--- src/rtl/lfps_pkg.sv ---
// Shared types, widths, register codes and reset values for the line follower
// steering core. No dependencies; every other file refers to it by scope.
`timescale 1ns / 1ps

package lfps_pkg;

    // field widths
    localparam int GAIN_W    = 23;
    localparam int LIMIT_W   = 15;
    localparam int WEIGHT_W  = 10;
    localparam int SPEED_W   = 8;
    localparam int CORR_W    = 14;
    localparam int SENSOR_COUNT = 4;
    localparam int CFG_IDX_W = 3;

    // internal datapath widths
    localparam int Q_FRAC    = 8;                  // error fraction bits
    localparam int SUM_W     = WEIGHT_W + 2;       // signed sum of active weights
    localparam int MAG_W     = WEIGHT_W + 1;       // its magnitude
    localparam int DIVD_W    = MAG_W + Q_FRAC;     // dividend of the line error divide
    localparam int ERR_W     = WEIGHT_W + Q_FRAC + 1;
    localparam int DIFF_W    = ERR_W + 1;
    localparam int LIM_W     = LIMIT_W + Q_FRAC;
    localparam int INTEG_W   = LIM_W + 1;
    localparam int ACC_W     = INTEG_W + 1;
    localparam int PROD_W    = INTEG_W + 2;        // running partial product
    localparam int STEP_W    = PROD_W + 1;
    localparam int DEN_W     = 3;
    localparam int REM_W     = 2;

    localparam int DIV_STEPS = DIVD_W;
    localparam int MUL_STEPS = GAIN_W;
    localparam int CNT_W     = $clog2(MUL_STEPS);

    localparam logic signed [CORR_W-1:0] CORR_MAX = CORR_W'(8191);
    localparam logic signed [CORR_W-1:0] CORR_MIN = CORR_W'(-8192);

    // register indexes
    localparam logic [CFG_IDX_W-1:0] REG_GAIN_PROP    = 3'd0;
    localparam logic [CFG_IDX_W-1:0] REG_GAIN_INTEG   = 3'd1;
    localparam logic [CFG_IDX_W-1:0] REG_GAIN_DIFF    = 3'd2;
    localparam logic [CFG_IDX_W-1:0] REG_INTEG_LIMIT  = 3'd3;
    localparam logic [CFG_IDX_W-1:0] REG_WEIGHT_OUTER = 3'd4;
    localparam logic [CFG_IDX_W-1:0] REG_WEIGHT_INNER = 3'd5;
    localparam logic [CFG_IDX_W-1:0] REG_TOP_SPEED    = 3'd6;

    // reset values
    localparam logic [GAIN_W-1:0]   RST_GAIN_PROP    = 23'd98304;
    localparam logic [GAIN_W-1:0]   RST_GAIN_INTEG   = 23'd66;
    localparam logic [GAIN_W-1:0]   RST_GAIN_DIFF    = 23'd655360;
    localparam logic [LIMIT_W-1:0]  RST_INTEG_LIMIT  = 15'd1000;
    localparam logic [WEIGHT_W-1:0] RST_WEIGHT_OUTER = 10'd200;
    localparam logic [WEIGHT_W-1:0] RST_WEIGHT_INNER = 10'd100;
    localparam logic [SPEED_W-1:0]  RST_TOP_SPEED    = 8'd255;

    typedef struct packed {
        logic [GAIN_W-1:0]   gain_prop;
        logic [GAIN_W-1:0]   gain_integ;
        logic [GAIN_W-1:0]   gain_diff;
        logic [LIMIT_W-1:0]  integ_limit;
        logic [WEIGHT_W-1:0] weight_outer;
        logic [WEIGHT_W-1:0] weight_inner;
        logic [SPEED_W-1:0]  top_speed;
    } t_cfg;

    // control of a serial unit: load operands, advance one digit
    typedef struct packed {
        logic load;
        logic step;
    } t_ser_ctl;

    typedef enum logic [2:0] {
        S_IDLE,
        S_DIV,
        S_PID,
        S_MUL,
        S_DONE
    } t_state;

endpackage

--- src/rtl/lfps_cfg.sv ---
// Configuration register file of the steering core.
// Depends on lfps_pkg.
`timescale 1ns / 1ps

module lfps_cfg (
    input  logic                           i_clk,
    input  logic                           i_rst_n,
    input  logic                           i_we,
    input  logic [lfps_pkg::CFG_IDX_W-1:0] i_index,
    input  logic [lfps_pkg::GAIN_W-1:0]    i_data,
    output lfps_pkg::t_cfg                 o_cfg
);

    lfps_pkg::t_cfg r_cfg;
    lfps_pkg::t_cfg n_cfg;

    always_comb begin
        n_cfg = r_cfg;
        if (i_we) begin
            unique case (i_index)
                lfps_pkg::REG_GAIN_PROP:    n_cfg.gain_prop    = i_data;
                lfps_pkg::REG_GAIN_INTEG:   n_cfg.gain_integ   = i_data;
                lfps_pkg::REG_GAIN_DIFF:    n_cfg.gain_diff    = i_data;
                lfps_pkg::REG_INTEG_LIMIT:  n_cfg.integ_limit  = i_data[lfps_pkg::LIMIT_W-1:0];
                lfps_pkg::REG_WEIGHT_OUTER: n_cfg.weight_outer = i_data[lfps_pkg::WEIGHT_W-1:0];
                lfps_pkg::REG_WEIGHT_INNER: n_cfg.weight_inner = i_data[lfps_pkg::WEIGHT_W-1:0];
                lfps_pkg::REG_TOP_SPEED:    n_cfg.top_speed    = i_data[lfps_pkg::SPEED_W-1:0];
                default:                    n_cfg = r_cfg;
            endcase
        end
    end

    always_ff @(posedge i_clk) begin
        if (!i_rst_n) begin
            r_cfg.gain_prop    <= lfps_pkg::RST_GAIN_PROP;
            r_cfg.gain_integ   <= lfps_pkg::RST_GAIN_INTEG;
            r_cfg.gain_diff    <= lfps_pkg::RST_GAIN_DIFF;
            r_cfg.integ_limit  <= lfps_pkg::RST_INTEG_LIMIT;
            r_cfg.weight_outer <= lfps_pkg::RST_WEIGHT_OUTER;
            r_cfg.weight_inner <= lfps_pkg::RST_WEIGHT_INNER;
            r_cfg.top_speed    <= lfps_pkg::RST_TOP_SPEED;
        end else begin
            r_cfg <= n_cfg;
        end
    end

    assign o_cfg = r_cfg;

endmodule

--- src/rtl/lfps_div.sv ---
// Bit-serial restoring divider for the line error: magnitude over sensor count.
// One quotient bit per step. Depends on lfps_pkg.
`timescale 1ns / 1ps

module lfps_div (
    input  logic                           i_clk,
    input  lfps_pkg::t_ser_ctl             i_ctl,
    input  logic [lfps_pkg::DIVD_W-1:0]    i_dividend,
    input  logic [lfps_pkg::DEN_W-1:0]     i_divisor,
    output logic [lfps_pkg::DIVD_W-1:0]    o_quot
);

    logic [lfps_pkg::DIVD_W-1:0] r_num, n_num;
    logic [lfps_pkg::REM_W-1:0]  r_rem, n_rem;
    logic [lfps_pkg::DEN_W-1:0]  r_den, n_den;
    logic [lfps_pkg::DEN_W-1:0]  w_trial;
    logic [lfps_pkg::DEN_W-1:0]  w_diff;
    logic                        w_ge;

    // remainder stays below the divisor (at most 4), so two bits hold it
    assign w_trial = {r_rem, r_num[lfps_pkg::DIVD_W-1]};
    assign w_ge    = (w_trial >= r_den);
    assign w_diff  = w_trial - r_den;

    always_comb begin
        n_num = r_num;
        n_rem = r_rem;
        n_den = r_den;
        if (i_ctl.load) begin
            n_num = i_dividend;
            n_rem = '0;
            n_den = i_divisor;
        end else if (i_ctl.step) begin
            n_num = {r_num[lfps_pkg::DIVD_W-2:0], w_ge};
            n_rem = w_ge ? w_diff[lfps_pkg::REM_W-1:0] : w_trial[lfps_pkg::REM_W-1:0];
        end
    end

    always_ff @(posedge i_clk) begin
        r_num <= n_num;
        r_rem <= n_rem;
        r_den <= n_den;
    end

    assign o_quot = r_num;

endmodule

--- src/rtl/lfps_mac.sv ---
// Bit-serial sum of three products gain*operand, one gain bit per step.
// Partial product shifts right; bits shifted out fold into a sticky flag.
// Depends on lfps_pkg.
`timescale 1ns / 1ps

module lfps_mac (
    input  logic                                  i_clk,
    input  lfps_pkg::t_ser_ctl                    i_ctl,
    input  lfps_pkg::t_cfg                        i_cfg,
    input  logic signed [lfps_pkg::ERR_W-1:0]     i_err,
    input  logic signed [lfps_pkg::INTEG_W-1:0]   i_integ,
    input  logic signed [lfps_pkg::DIFF_W-1:0]    i_diff,
    output logic signed [lfps_pkg::PROD_W-1:0]    o_prod,
    output logic                                  o_sticky
);

    logic signed [lfps_pkg::ERR_W-1:0]   r_err;
    logic signed [lfps_pkg::INTEG_W-1:0] r_integ;
    logic signed [lfps_pkg::DIFF_W-1:0]  r_diff;
    logic [lfps_pkg::GAIN_W-1:0]         r_gp, r_gi, r_gd;
    logic signed [lfps_pkg::PROD_W-1:0]  r_prod, n_prod;
    logic                                r_sticky, n_sticky;
    logic signed [lfps_pkg::STEP_W-1:0]  w_add;
    logic signed [lfps_pkg::STEP_W-1:0]  w_sum;

    always_comb begin
        w_add = '0;
        if (r_gp[0]) w_add = w_add + lfps_pkg::STEP_W'(r_err);
        if (r_gi[0]) w_add = w_add + lfps_pkg::STEP_W'(r_integ);
        if (r_gd[0]) w_add = w_add + lfps_pkg::STEP_W'(r_diff);
        w_sum = lfps_pkg::STEP_W'(r_prod) + w_add;
    end

    always_comb begin
        n_prod   = r_prod;
        n_sticky = r_sticky;
        if (i_ctl.load) begin
            n_prod   = '0;
            n_sticky = 1'b0;
        end else if (i_ctl.step) begin
            n_prod   = w_sum[lfps_pkg::STEP_W-1:1];
            n_sticky = r_sticky | w_sum[0];
        end
    end

    always_ff @(posedge i_clk) begin
        r_prod   <= n_prod;
        r_sticky <= n_sticky;
        if (i_ctl.load) begin
            r_err   <= i_err;
            r_integ <= i_integ;
            r_diff  <= i_diff;
            r_gp    <= i_cfg.gain_prop;
            r_gi    <= i_cfg.gain_integ;
            r_gd    <= i_cfg.gain_diff;
        end else if (i_ctl.step) begin
            r_gp <= r_gp >> 1;
            r_gi <= r_gi >> 1;
            r_gd <= r_gd >> 1;
        end
    end

    assign o_prod   = r_prod;
    assign o_sticky = r_sticky;

endmodule

--- src/rtl/line_follower_pid_steering_core.sv ---
// Line follower steering core: top level with the control sequencer and PID state.
// Depends on lfps_pkg, lfps_cfg, lfps_div and lfps_mac.
//
// Use: one input transfer per control tick (button level, four line sensors),
// one result transfer per tick (motors_on, left/right speed, correction).
// Registers are written on the cfg channel (index, data), always ready; the user
// must write them only while idle, which the core itself does not enforce.
// Work per tick, accept to next accept:
//   - control tick with at least one sensor active: the 19-step serial divide,
//     the PID state update and the 23-step serial multiply over the gain bits;
//   - control tick with no sensor active: the same with the divide skipped;
//   - toggle or stopped tick: straight to the result, no arithmetic.
// The result lands in an output register; the core takes no new item until it
// has loaded that register, and waits in its final state while the receiver
// stalls with an older result still held.
// Reset (synchronous, active low): stopped, button released, error and
// integral zero, registers at their default values, no result pending.
`timescale 1ns / 1ps

module line_follower_pid_steering_core (
    input  logic                                 i_clk,
    input  logic                                 i_rst_n,
    // configuration
    input  logic                                 i_cfg_valid,
    output logic                                 o_cfg_ready,
    input  logic [lfps_pkg::CFG_IDX_W-1:0]       i_cfg_index,
    input  logic [lfps_pkg::GAIN_W-1:0]          i_cfg_data,
    // input items
    input  logic                                 i_in_valid,
    output logic                                 o_in_ready,
    input  logic                                 i_button_level,
    input  logic [lfps_pkg::SENSOR_COUNT-1:0]    i_sensor_bits,
    // results
    output logic                                 o_out_valid,
    input  logic                                 i_out_ready,
    output logic                                 o_motors_on,
    output logic [lfps_pkg::SPEED_W-1:0]         o_left_speed,
    output logic [lfps_pkg::SPEED_W-1:0]         o_right_speed,
    output logic signed [lfps_pkg::CORR_W-1:0]   o_correction
);

    localparam int CNT_W = lfps_pkg::CNT_W;

    lfps_pkg::t_cfg     w_cfg;
    lfps_pkg::t_ser_ctl w_div_ctl;
    lfps_pkg::t_ser_ctl w_mac_ctl;

    lfps_pkg::t_state r_state, n_state;
    logic [CNT_W-1:0] r_cnt, n_cnt;
    logic             r_run, r_btn_prev, r_do_step, r_neg, r_none;
    logic signed [lfps_pkg::ERR_W-1:0]   r_err_prev;
    logic signed [lfps_pkg::INTEG_W-1:0] r_integ;
    logic             r_out_valid;
    logic             r_motors_on;
    logic [lfps_pkg::SPEED_W-1:0]        r_left, r_right;
    logic signed [lfps_pkg::CORR_W-1:0]  r_corr;

    logic w_accept, w_edge, w_out_load, w_in_ready;

    // ---------------- configuration
    assign o_cfg_ready = 1'b1;

    lfps_cfg u_cfg (
        .i_clk   (i_clk),
        .i_rst_n (i_rst_n),
        .i_we    (i_cfg_valid),
        .i_index (i_cfg_index),
        .i_data  (i_cfg_data),
        .o_cfg   (w_cfg)
    );

    // ---------------- sensor weights: -outer, -inner, +inner, +outer
    logic signed [lfps_pkg::SUM_W-1:0] w_wo, w_wi, w_sum, w_sum_abs;
    logic [lfps_pkg::DEN_W-1:0]        w_count;
    logic [lfps_pkg::DIVD_W-1:0]       w_dividend;

    always_comb begin
        w_wo  = $signed({2'b00, w_cfg.weight_outer});
        w_wi  = $signed({2'b00, w_cfg.weight_inner});
        w_sum = '0;
        if (i_sensor_bits[0]) w_sum = w_sum - w_wo;
        if (i_sensor_bits[1]) w_sum = w_sum - w_wi;
        if (i_sensor_bits[2]) w_sum = w_sum + w_wi;
        if (i_sensor_bits[3]) w_sum = w_sum + w_wo;
        w_sum_abs  = w_sum[lfps_pkg::SUM_W-1] ? -w_sum : w_sum;
        w_count    = lfps_pkg::DEN_W'(i_sensor_bits[0]) + lfps_pkg::DEN_W'(i_sensor_bits[1])
                   + lfps_pkg::DEN_W'(i_sensor_bits[2]) + lfps_pkg::DEN_W'(i_sensor_bits[3]);
        w_dividend = {w_sum_abs[lfps_pkg::MAG_W-1:0], {lfps_pkg::Q_FRAC{1'b0}}};
    end

    logic [lfps_pkg::DIVD_W-1:0] w_quot;

    lfps_div u_div (
        .i_clk      (i_clk),
        .i_ctl      (w_div_ctl),
        .i_dividend (w_dividend),
        .i_divisor  (w_count),
        .o_quot     (w_quot)
    );

    // ---------------- PID state update
    logic signed [lfps_pkg::ERR_W-1:0]   w_qs, w_err;
    logic signed [lfps_pkg::ACC_W-1:0]   w_acc, w_lim;
    logic signed [lfps_pkg::INTEG_W-1:0] w_integ_new;
    logic signed [lfps_pkg::DIFF_W-1:0]  w_diff;

    always_comb begin
        // quotient is at most 1023*256, so its top bit is always clear
        w_qs  = $signed({1'b0, w_quot[lfps_pkg::ERR_W-2:0]});
        w_err = r_none ? r_err_prev : (r_neg ? -w_qs : w_qs);
        w_acc = lfps_pkg::ACC_W'(r_integ) + lfps_pkg::ACC_W'(w_err);
        w_lim = $signed({2'b00, w_cfg.integ_limit, {lfps_pkg::Q_FRAC{1'b0}}});
        if (w_acc > w_lim) begin
            w_integ_new = w_lim[lfps_pkg::INTEG_W-1:0];
        end else if (w_acc < -w_lim) begin
            w_integ_new = lfps_pkg::INTEG_W'(-w_lim);
        end else begin
            w_integ_new = w_acc[lfps_pkg::INTEG_W-1:0];
        end
        w_diff = lfps_pkg::DIFF_W'(w_err) - lfps_pkg::DIFF_W'(r_err_prev);
    end

    logic signed [lfps_pkg::PROD_W-1:0] w_prod;
    logic                               w_sticky;

    lfps_mac u_mac (
        .i_clk    (i_clk),
        .i_ctl    (w_mac_ctl),
        .i_cfg    (w_cfg),
        .i_err    (w_err),
        .i_integ  (w_integ_new),
        .i_diff   (w_diff),
        .o_prod   (w_prod),
        .o_sticky (w_sticky)
    );

    // ---------------- correction and wheel speeds
    // total = prod*2^23 + dropped bits; divide by 2^24 rounding toward zero
    logic signed [lfps_pkg::PROD_W-2:0] w_qfl, w_q;
    logic signed [lfps_pkg::CORR_W-1:0] w_corr;
    logic [lfps_pkg::CORR_W-1:0]        w_mag;
    logic [lfps_pkg::SPEED_W-1:0]       w_slow, w_left, w_right;

    always_comb begin
        w_qfl = w_prod[lfps_pkg::PROD_W-1:1];
        w_q   = w_qfl + (lfps_pkg::PROD_W-1)'(w_prod[lfps_pkg::PROD_W-1]
                                               & (w_prod[0] | w_sticky));
        if (w_q > (lfps_pkg::PROD_W-1)'(lfps_pkg::CORR_MAX)) begin
            w_corr = lfps_pkg::CORR_MAX;
        end else if (w_q < (lfps_pkg::PROD_W-1)'(lfps_pkg::CORR_MIN)) begin
            w_corr = lfps_pkg::CORR_MIN;
        end else begin
            w_corr = w_q[lfps_pkg::CORR_W-1:0];
        end
        w_mag  = w_corr[lfps_pkg::CORR_W-1] ? lfps_pkg::CORR_W'(-w_corr)
                                            : lfps_pkg::CORR_W'(w_corr);
        w_slow = (w_mag >= lfps_pkg::CORR_W'(w_cfg.top_speed))
               ? '0 : w_cfg.top_speed - w_mag[lfps_pkg::SPEED_W-1:0];
        w_left  = w_corr[lfps_pkg::CORR_W-1] ? w_slow : w_cfg.top_speed;
        w_right = (w_corr > 0) ? w_slow : w_cfg.top_speed;
    end

    // ---------------- sequencer
    assign w_edge   = i_button_level & ~r_btn_prev;
    assign w_accept = i_in_valid & w_in_ready;

    always_comb begin
        n_state = r_state;
        unique case (r_state)
            lfps_pkg::S_IDLE: begin
                if (i_in_valid) begin
                    if (!w_edge && r_run) begin
                        n_state = (w_count == '0) ? lfps_pkg::S_PID : lfps_pkg::S_DIV;
                    end else begin
                        n_state = lfps_pkg::S_DONE;
                    end
                end
            end
            lfps_pkg::S_DIV: begin
                if (r_cnt == CNT_W'(lfps_pkg::DIV_STEPS - 1)) n_state = lfps_pkg::S_PID;
            end
            lfps_pkg::S_PID:  n_state = lfps_pkg::S_MUL;
            lfps_pkg::S_MUL: begin
                if (r_cnt == CNT_W'(lfps_pkg::MUL_STEPS - 1)) n_state = lfps_pkg::S_DONE;
            end
            lfps_pkg::S_DONE: begin
                if (!r_out_valid || i_out_ready) n_state = lfps_pkg::S_IDLE;
            end
            default: n_state = lfps_pkg::S_IDLE;
        endcase
    end

    always_comb begin
        w_in_ready     = 1'b0;
        w_out_load     = 1'b0;
        w_div_ctl      = '0;
        w_mac_ctl      = '0;
        n_cnt          = '0;
        unique case (r_state)
            lfps_pkg::S_IDLE: begin
                w_in_ready     = 1'b1;
                w_div_ctl.load = i_in_valid;
            end
            lfps_pkg::S_DIV: begin
                w_div_ctl.step = 1'b1;
                n_cnt          = r_cnt + 1'b1;
            end
            lfps_pkg::S_PID: begin
                w_mac_ctl.load = 1'b1;
            end
            lfps_pkg::S_MUL: begin
                w_mac_ctl.step = 1'b1;
                n_cnt          = r_cnt + 1'b1;
            end
            lfps_pkg::S_DONE: begin
                w_out_load = !r_out_valid || i_out_ready;
            end
            default: begin
                w_in_ready = 1'b0;
            end
        endcase
    end

    always_ff @(posedge i_clk) begin
        if (!i_rst_n) begin
            r_state     <= lfps_pkg::S_IDLE;
            r_cnt       <= '0;
            r_run       <= 1'b0;
            r_btn_prev  <= 1'b0;
            r_do_step   <= 1'b0;
            r_err_prev  <= '0;
            r_integ     <= '0;
            r_out_valid <= 1'b0;
        end else begin
            r_state <= n_state;
            r_cnt   <= n_cnt;
            if (w_accept) begin
                r_btn_prev <= i_button_level;
                r_do_step  <= !w_edge && r_run;
                if (w_edge) r_run <= !r_run;
            end
            if (r_state == lfps_pkg::S_PID) begin
                r_err_prev <= w_err;
                r_integ    <= w_integ_new;
            end
            if (w_out_load) begin
                r_out_valid <= 1'b1;
            end else if (i_out_ready) begin
                r_out_valid <= 1'b0;
            end
        end
    end

    // payload registers
    always_ff @(posedge i_clk) begin
        if (w_accept) begin
            r_neg  <= w_sum[lfps_pkg::SUM_W-1];
            r_none <= (w_count == '0);
        end
        if (w_out_load) begin
            r_motors_on <= r_run;
            r_left      <= r_do_step ? w_left  : '0;
            r_right     <= r_do_step ? w_right : '0;
            r_corr      <= r_do_step ? w_corr  : '0;
        end
    end

    assign o_in_ready    = w_in_ready;
    assign o_out_valid   = r_out_valid;
    assign o_motors_on   = r_motors_on;
    assign o_left_speed  = r_left;
    assign o_right_speed = r_right;
    assign o_correction  = r_corr;

endmodule

--- config.mk ---
export PLATFORM = sky130hd
export DESIGN_NAME = line_follower_pid_steering_core
export DESIGN_NICKNAME = d
export VERILOG_FILES = /design/src/rtl/lfps_pkg.sv /design/src/rtl/lfps_cfg.sv /design/src/rtl/lfps_div.sv /design/src/rtl/lfps_mac.sv /design/src/rtl/line_follower_pid_steering_core.sv
export SDC_FILE = /design/constraint.sdc
export NUM_CORES = 1
export LEC_CHECK = 0
export ABC_CLOCK_PERIOD_IN_PS = 9800
export BUFFER_PORTS_ARGS = -buffer_cell sky130_fd_sc_hd__buf_2
export CORE_MARGIN = 4
export CORE_UTILIZATION = 40
export DETAILED_ROUTE_END_ITERATION = 12
export GPL_TIMING_DRIVEN = 0
export PLACE_DENSITY = 0.57
export SLEW_MARGIN = 15
export SYNTH_ARGS = -nofsm -noshare
export SYNTH_HDL_FRONTEND = slang
export SYNTH_HIERARCHICAL = 1
export SYNTH_SLANG_ARGS = --single-unit
--- constraint.sdc ---
create_clock -name i_clk -period 9.8 [get_ports i_clk]
set_input_delay 1.96 -clock i_clk [delete_from_list [all_inputs] [get_ports i_clk]]
set_output_delay 1.96 -clock i_clk [all_outputs]
set_load 0.02 [all_outputs]
==> qor.yml, run 1 <==
run_status:
  outcome: "finished clean"
critical_path:
  r2r-end: "u_mac/o_prod[25]"
  cp.arrival_ns: 9.70
  cp_common_cell: "a21oi_1"
  crit_fanout: 10
  max_stage_delay_ns: 0.57
  cp-end-kind: "register"
  reg2reg_from: "u_mac/r_gp[0]"
  crit_path_start_kind: "register"
  critical_path_required_ns: 10.27
  r2r_slack_ns: 0.56
  cp_slowest_cell: "edfxtp_1"
  path_buf_inv: 4
  critPathKind: "reg -> reg"
  worst_r2r_path_depth: 39
  crit_family: "compound AO/OA/AOI/OAI gates"
sta:
  finClkSkew_ns: 0.0574
  maxSlewViolCount: 0
  setup_ws_ns: 0.563
  setup_violations: 0
  max_freq_mhz: 108
  rsz0062_at_grt: "false"
  timing_worst_slew_pin_value_ns: 1.07
  period_minus_slack_ns: 9.24
  min_period_over_period_pct: 94.3
  setup-tns-final_ns: 0
  final_hold_viol_count: 0
  relSlewSlack_pct: 27.7
  whs_ns: 0.453
final_layout:
  final_nets: 3423
  drive_above_1_share_pct: 11.5
  stdcell_area_um2: 30900
  area_growth_syn_to_layout_pct: 11.7
  diodes: 0
die:
  fp.dieH_um: 271
  die_w_um: 271
  start_util_pct: 40.3
  rows: 96
  io_pins: 70
  coreArea_um2: 68500
  dieArea_um2: 73300
pwr:
  p_total_mw: 9.37
  powerDensity_nw_per_um2: 304
  p_leak_nw: 12.4
  ir_drop_v: 0.000159
synth:
  seq_area_frac_synth_pct: 34.5
  synth_area_per_cell_um2: 9.07
  async_flop_share_pct: 0
  synth_area_um2: 27600
  yosys_warnings: 6
  synthFlopType: "dfxtp_1"
  ys_ff_latch: 383
  synth-edff-count: 187
  synthCells: 3044
  synth.distinct_cells: 107
global_route:
  grt_start_max_net_pins: 57
  antenna_found_initial: 0
  track_usage_pct: 20.8
  grt_pass1_wl_um: 124000
  grt_pass1_vias: 22500
  grt_overflow_total: 0
clock_tree:
  numCtsBuffers: 46
  cts_buffer_depth: 3
  path_clk_slew_ns: 0.06
  cts.sinks: 383
  cts_tree: "built"
  clockRootBuffer: "clkbuf_16"
  htreeDepth: 2
  clock_latency_ns: 0.61
detailed_routing:
  drt-total-wl_um: 78400
  drtIter0Drc: 1511
  via_count: 22800
  post_drt_wl_per_cell_um: 19.2
  ant_nets: 0
  routed_via_density: 5.57
  drc_errors: 0
  firstDrtPassIters: 5
worst_hold_path:
  min_from: "u_cfg/o_cfg[78]"
  hold_depth: 2
  holdPathEnd: "u_cfg/o_cfg[78]"
  hp-class: "reg -> reg"
placement:
  pre_cts_slack_ns: -0.711
  io_buffers: 63
  hpwl_um: 61500
  dpl-instance-area_um2: 29100
  routabilityCongestion: 0.903
job:
  drv_cap: 0
-- registers in the layout, indices dropped and copies added (netlist names), 20 cells and up --
signal / count
u_mac/r_gi: 23
u_mac/r_gp: 23
u_mac/r_gd: 23
u_cfg/o_cfg: 112
u_mac/r_diff: 20
u_mac/r_integ: 24
r_integ: 24
u_mac/o_prod: 26
-- per-stage QoR --
stage	utilization (%)	instances
after floorplan	-	3051
after global placement	42.5	3996
after detailed placement	42.6	4000
after CTS	45.1	4086
after global routing	45.1	4086
final	45.1	4086
-- synthesized netlist by cell type, types with 31 or more instances --
| cell type | instances | share of area, % |
|---|---|---|
| o31ai_1 | 32 | 0.87 |
| o21a_1 | 33 | 0.90 |
| clkbuf_1 | 96 | 1.3 |
| ha_1 | 211 | 9.6 |
| inv_1 | 140 | 1.9 |
| a21oi_1 | 177 | 3.2 |
| xnor2_1 | 121 | 3.8 |
| mux2i_1 | 145 | 5.3 |
| dfxtp_1 | 196 | 14 |
| nand3_1 | 86 | 1.6 |
| nor2b_1 | 68 | 1.5 |
| a21o_1 | 51 | 1.4 |
| a31oi_1 | 31 | 0.70 |
| edfxtp_1 | 187 | 20 |
| xor2_1 | 75 | 2.4 |
| nand2b_1 | 46 | 1.0 |
| o21ai_0 | 141 | 2.6 |
| mux2_2 | 112 | 4.6 |
| a211oi_1 | 34 | 0.92 |
| nor2_1 | 213 | 2.9 |
| and2_1 | 32 | 0.72 |
| nor3_1 | 45 | 0.82 |
| nand2_1 | 334 | 4.5 |
-- where the power goes --
| part | switching [mW] | leakage, nW | total (mW) | internal (mW) |
|---|---|---|---|---|
| clock | 0.726 | 0.826 | 1.86 | 1.13 |
| combinational | 3.11 | 8.22 | 5.15 | 2.03 |
| sequential | 0.231 | 3.32 | 2.37 | 2.14 |
| total | 4.07 | 12.4 | 9.37 | 5.30 |
-- kinds of logic after synthesis --
| family | Yosys count | synth area share (%) |
|---|---|---|
| xor gates and xnor gates | 197 | 6.27 |
| and+or+nand+nor | 990 | 17.6 |
| other | 2 | 0.0272 |
| muxes | 258 | 9.87 |
| DFF | 383 | 34.5 |
| buffers and inverters | 283 | 4.23 |
| adders and majority gates | 232 | 10.7 |
| AOI/OAI and AO/OA | 699 | 16.8 |
-- area by class of cell --
| class | instances | area, um^2 |
|---|---|---|
| multi-input combinational | 2385 | 17000 |
| inverter | 142 | 533 |
| buffer | 139 | 632 |
| sequential | 383 | 9540 |
| clock inverter | 25 | 392 |
| timing repair buffer | 69 | 405 |
| fill | 6596 | 37600 |
| clock buffer | 61 | 1300 |
| tap | 882 | 1100 |
-- how the worst max path moves through the flow --
| stage | cells past startpoint | startpoint | end | slack, ns |
|---|---|---|---|---|
| final | 39 | u_mac/r_gp[0] | u_mac/o_prod[25] | 0.56 |
| after global routing | 39 | u_mac/r_gp[0] | u_mac/o_prod[25] | 0.02 |
| after CTS | 38 | u_mac/r_gp[0] | u_mac/o_prod[25] | 0.14 |
| after detailed placement | 39 | u_mac/r_gp[0] | u_mac/o_prod[25] | -0.71 |
| after global placement | 39 | u_mac/r_gp[0] | u_mac/o_prod[25] | -0.62 |
| after floorplan | 37 | u_mac/r_gp[0] | u_mac/o_prod[25] | 1.88 |
-- layout by cell type (no fill, tap or decap), types with 75 or more instances in the layout --
cell type,n
nand2_1,334
nor2_1,213
ha_1,211
dfxtp_1,196
edfxtp_1,187
a21oi_1,177
mux2i_1,144
inv_1,140
o21ai_0,140
xnor2_1,121
mux2_2,112
clkbuf_1,98
nand3_1,86
buf_2,85
xor2_1,75
-- repair_timing --
item,4_1_cts,5_1_grt
setup endpoints to repair,1,1
endpoints found under the hold margin,0,0
setup buffers,1,1
hold buffers,0,0
gates resized for setup,3,2
-- worst reg2reg max path, delay by kind of cell (launching register included) --
kind,cells,cell delay [ns]
simple gates,8,1.01
fa+ha+maj,5,1.74
flops,1,0.57
buf+inv,4,0.88
mux,3,1.06
compound gates,17,3.66
xor+xnor,2,0.21
-- metal layers --
layer  vias up  track usage [%]  part of all wire [%]
li1      11300                -                     -
met1     10900             27.4                    45
met2       488             36.2                    49
met3       107             2.15                   3.6
met4         0             6.16                   2.8
met5         -                0                     0
Note: power is estimated with default switching activity, not from simulation.
==> inputs of run 2 (changes only) <==
- CAP_MARGIN: default -> 5
- CORE_UTILIZATION: 40 -> 35
- PLACE_DENSITY: 0.57 -> 0.52
==> run 2 against run 1 <==
Effect of this change:
- non-clock buffer count down 1
- power shrank 1.5%
- fmax is 1.2% higher
- global-route usage fell by 2.3 points
- routed wire length is 0.28% higher
- final area grew 0.30%
- register-to-register slack better by 0.11 ns
- sequential power is essentially flat
==> qor.yml, run 2 (synthesis gave the netlist of run 1 again) <==
die:
  coreArea_um2: 77800
  die_w_um: 289
  rows: 102
  io_pins: 70
  dieArea_um2: 83500
  start_util_pct: 35.5
  fp.dieH_um: 289
critical_path:
  critPathKind: "reg -> reg"
  r2r_slack_ns: 0.67
  worst_r2r_path_depth: 38
  max_stage_delay_ns: 0.50
  r2r-end: "u_mac/o_prod[25]"
  cp.arrival_ns: 9.62
  cp_slowest_cell: "edfxtp_1"
  crit_path_start_kind: "register"
  critical_path_required_ns: 10.29
  crit_fanout: 19
  reg2reg_from: "u_mac/r_gp[0]"
  cp-end-kind: "register"
final_layout:
  drive_above_1_share_pct: 11.2
  final_nets: 3424
  layout_common_cells: "nand2_1 (334), nor2_1 (213), ha_1 (211)"
  final_common_cell: "nand2_1"
  fin_util_pct: 39.8
  largest_reg_flops: 112
  area_growth_syn_to_layout_pct: 12.0
  fin_cells: 4247
placement:
  routabilityCongestion: 0.866
  io_buffers: 63
  pre_cts_slack_ns: -0.660
  hpwl_um: 61100
  post-place-cells: 4158
detailed_routing:
  drc_errors: 0
  routed_via_density: 5.21
  ant_nets: 0
  post_drt_wl_per_cell_um: 18.5
  via_count: 22100
  firstDrtPassIters: 5
  drt-total-wl_um: 78700
  drtIter0Drc: 1409
clock_tree:
  clock_latency_ns: 0.64
  htreeDepth: 2
  cts.sinks: 383
  cts_setup_buffers: 0
  clockRootBuffer: "clkbuf_16"
  cts_buffer_depth: 3
  cts_tree: "built"
  path_clk_slew_ns: 0.06
  numCtsBuffers: 48
sta:
  final_hold_viol_count: 0
  setup_violations: 0
  timing_worst_slew_pin_value_ns: 1.13
  max_freq_mhz: 110
  period_minus_slack_ns: 9.13
  whs_ns: 0.453
  setup_ws_ns: 0.669
  rsz0062_at_grt: "false"
  min_period_over_period_pct: 93.2
  finClkSkew_ns: 0.0756
  maxSlewViolCount: 0
  relSlewSlack_pct: 23.8
worst_hold_path:
  holdPathEnd: "u_cfg/o_cfg[74]"
  hp-class: "reg -> reg"
  hold_depth: 2
  min_from: "u_cfg/o_cfg[74]"
pwr:
  powerDensity_nw_per_um2: 298
  p_total_mw: 9.23
  ir_drop_v: 0.000152
  p_leak_nw: 12.3
global_route:
  track_usage_pct: 18.5
  grt_start_max_net_pins: 42
  antenna_found_initial: 0
  grt_pass1_wl_um: 124000
  grt_pass1_vias: 21400
  grt_overflow_total: 0
job:
  drv_cap: 0
run_status:
  outcome: "finished clean"
[run 2: routing by layer]
| layer | vias up | wire length (um) | global-route usage, % |
|---|---|---|---|
| met3 | 87 | 2580 | 1.83 |
| met1 | 10400 | 38100 | 26.0 |
| met4 | 0 | 1680 | 4.14 |
| met2 | 324 | 36300 | 30.8 |
| met5 | - | 0 | 0 |
| li1 | 11300 | - | - |
[run 2: what timing repair did]
item,CTS,global route
gates cloned,0,0
pin swaps,0,0
hold buffers,0,0
gates resized for setup,5,8
setup endpoints to repair,1,1
[run 2: layout make-up]
cell class / instances / area [um^2]
fillers: 7948 / 46900
multi-input cells: 2385 / 17000
flip-flops and latches: 383 / 9540
clock buffers: 66 / 1320
well taps: 1040 / 1300
plain buffers: 140 / 642
inverters: 142 / 533
repair buffers: 67 / 398
clock inverters: 23 / 253
diodes: 1 / 2.50
[run 2: where the power goes]
group          switching [mW]  leakage [nW]  internal (mW)
clock network           0.752         0.763           1.01
logic                    3.08          8.22           2.03
registers               0.233          3.32           2.14
[run 2: how the worst max path moves through the flow]
stage	from	to	slack (ns)	cells past startpoint
finish	u_mac/r_gp[0]	u_mac/o_prod[25]	0.67	38
global placement	u_mac/r_gp[0]	u_mac/o_prod[25]	-0.79	39
detailed placement	u_mac/r_gp[0]	u_mac/o_prod[25]	-0.66	39
CTS	u_mac/r_gp[0]	u_mac/o_prod[25]	0.06	39
global route	u_mac/r_gp[0]	u_mac/o_prod[25]	0.004	38
floorplan	u_mac/r_gp[0]	u_mac/o_prod[25]	1.88	37
[run 2: stage by stage]
stage               cell area, um^2  setup TNS [ns]
floorplan                     27700               0
global placement              29300          -0.791
detailed placement            29400          -0.660
CTS                           30900               0
global route                  30900               0
finish                        30900               0
[run 2: worst max-delay path, delay by kind of cell, from the launching register on]
kind / cells / cell delay [ns]
flip-flops: 1 / 0.50
buffers and inverters: 4 / 1.11
adder cells (fa/ha/maj): 5 / 1.70
multiplexers: 4 / 1.30
AO/OA/AOI/OAI: 17 / 3.31
XOR/XNOR: 1 / 0.08
AND/OR/NAND/NOR: 7 / 1.01
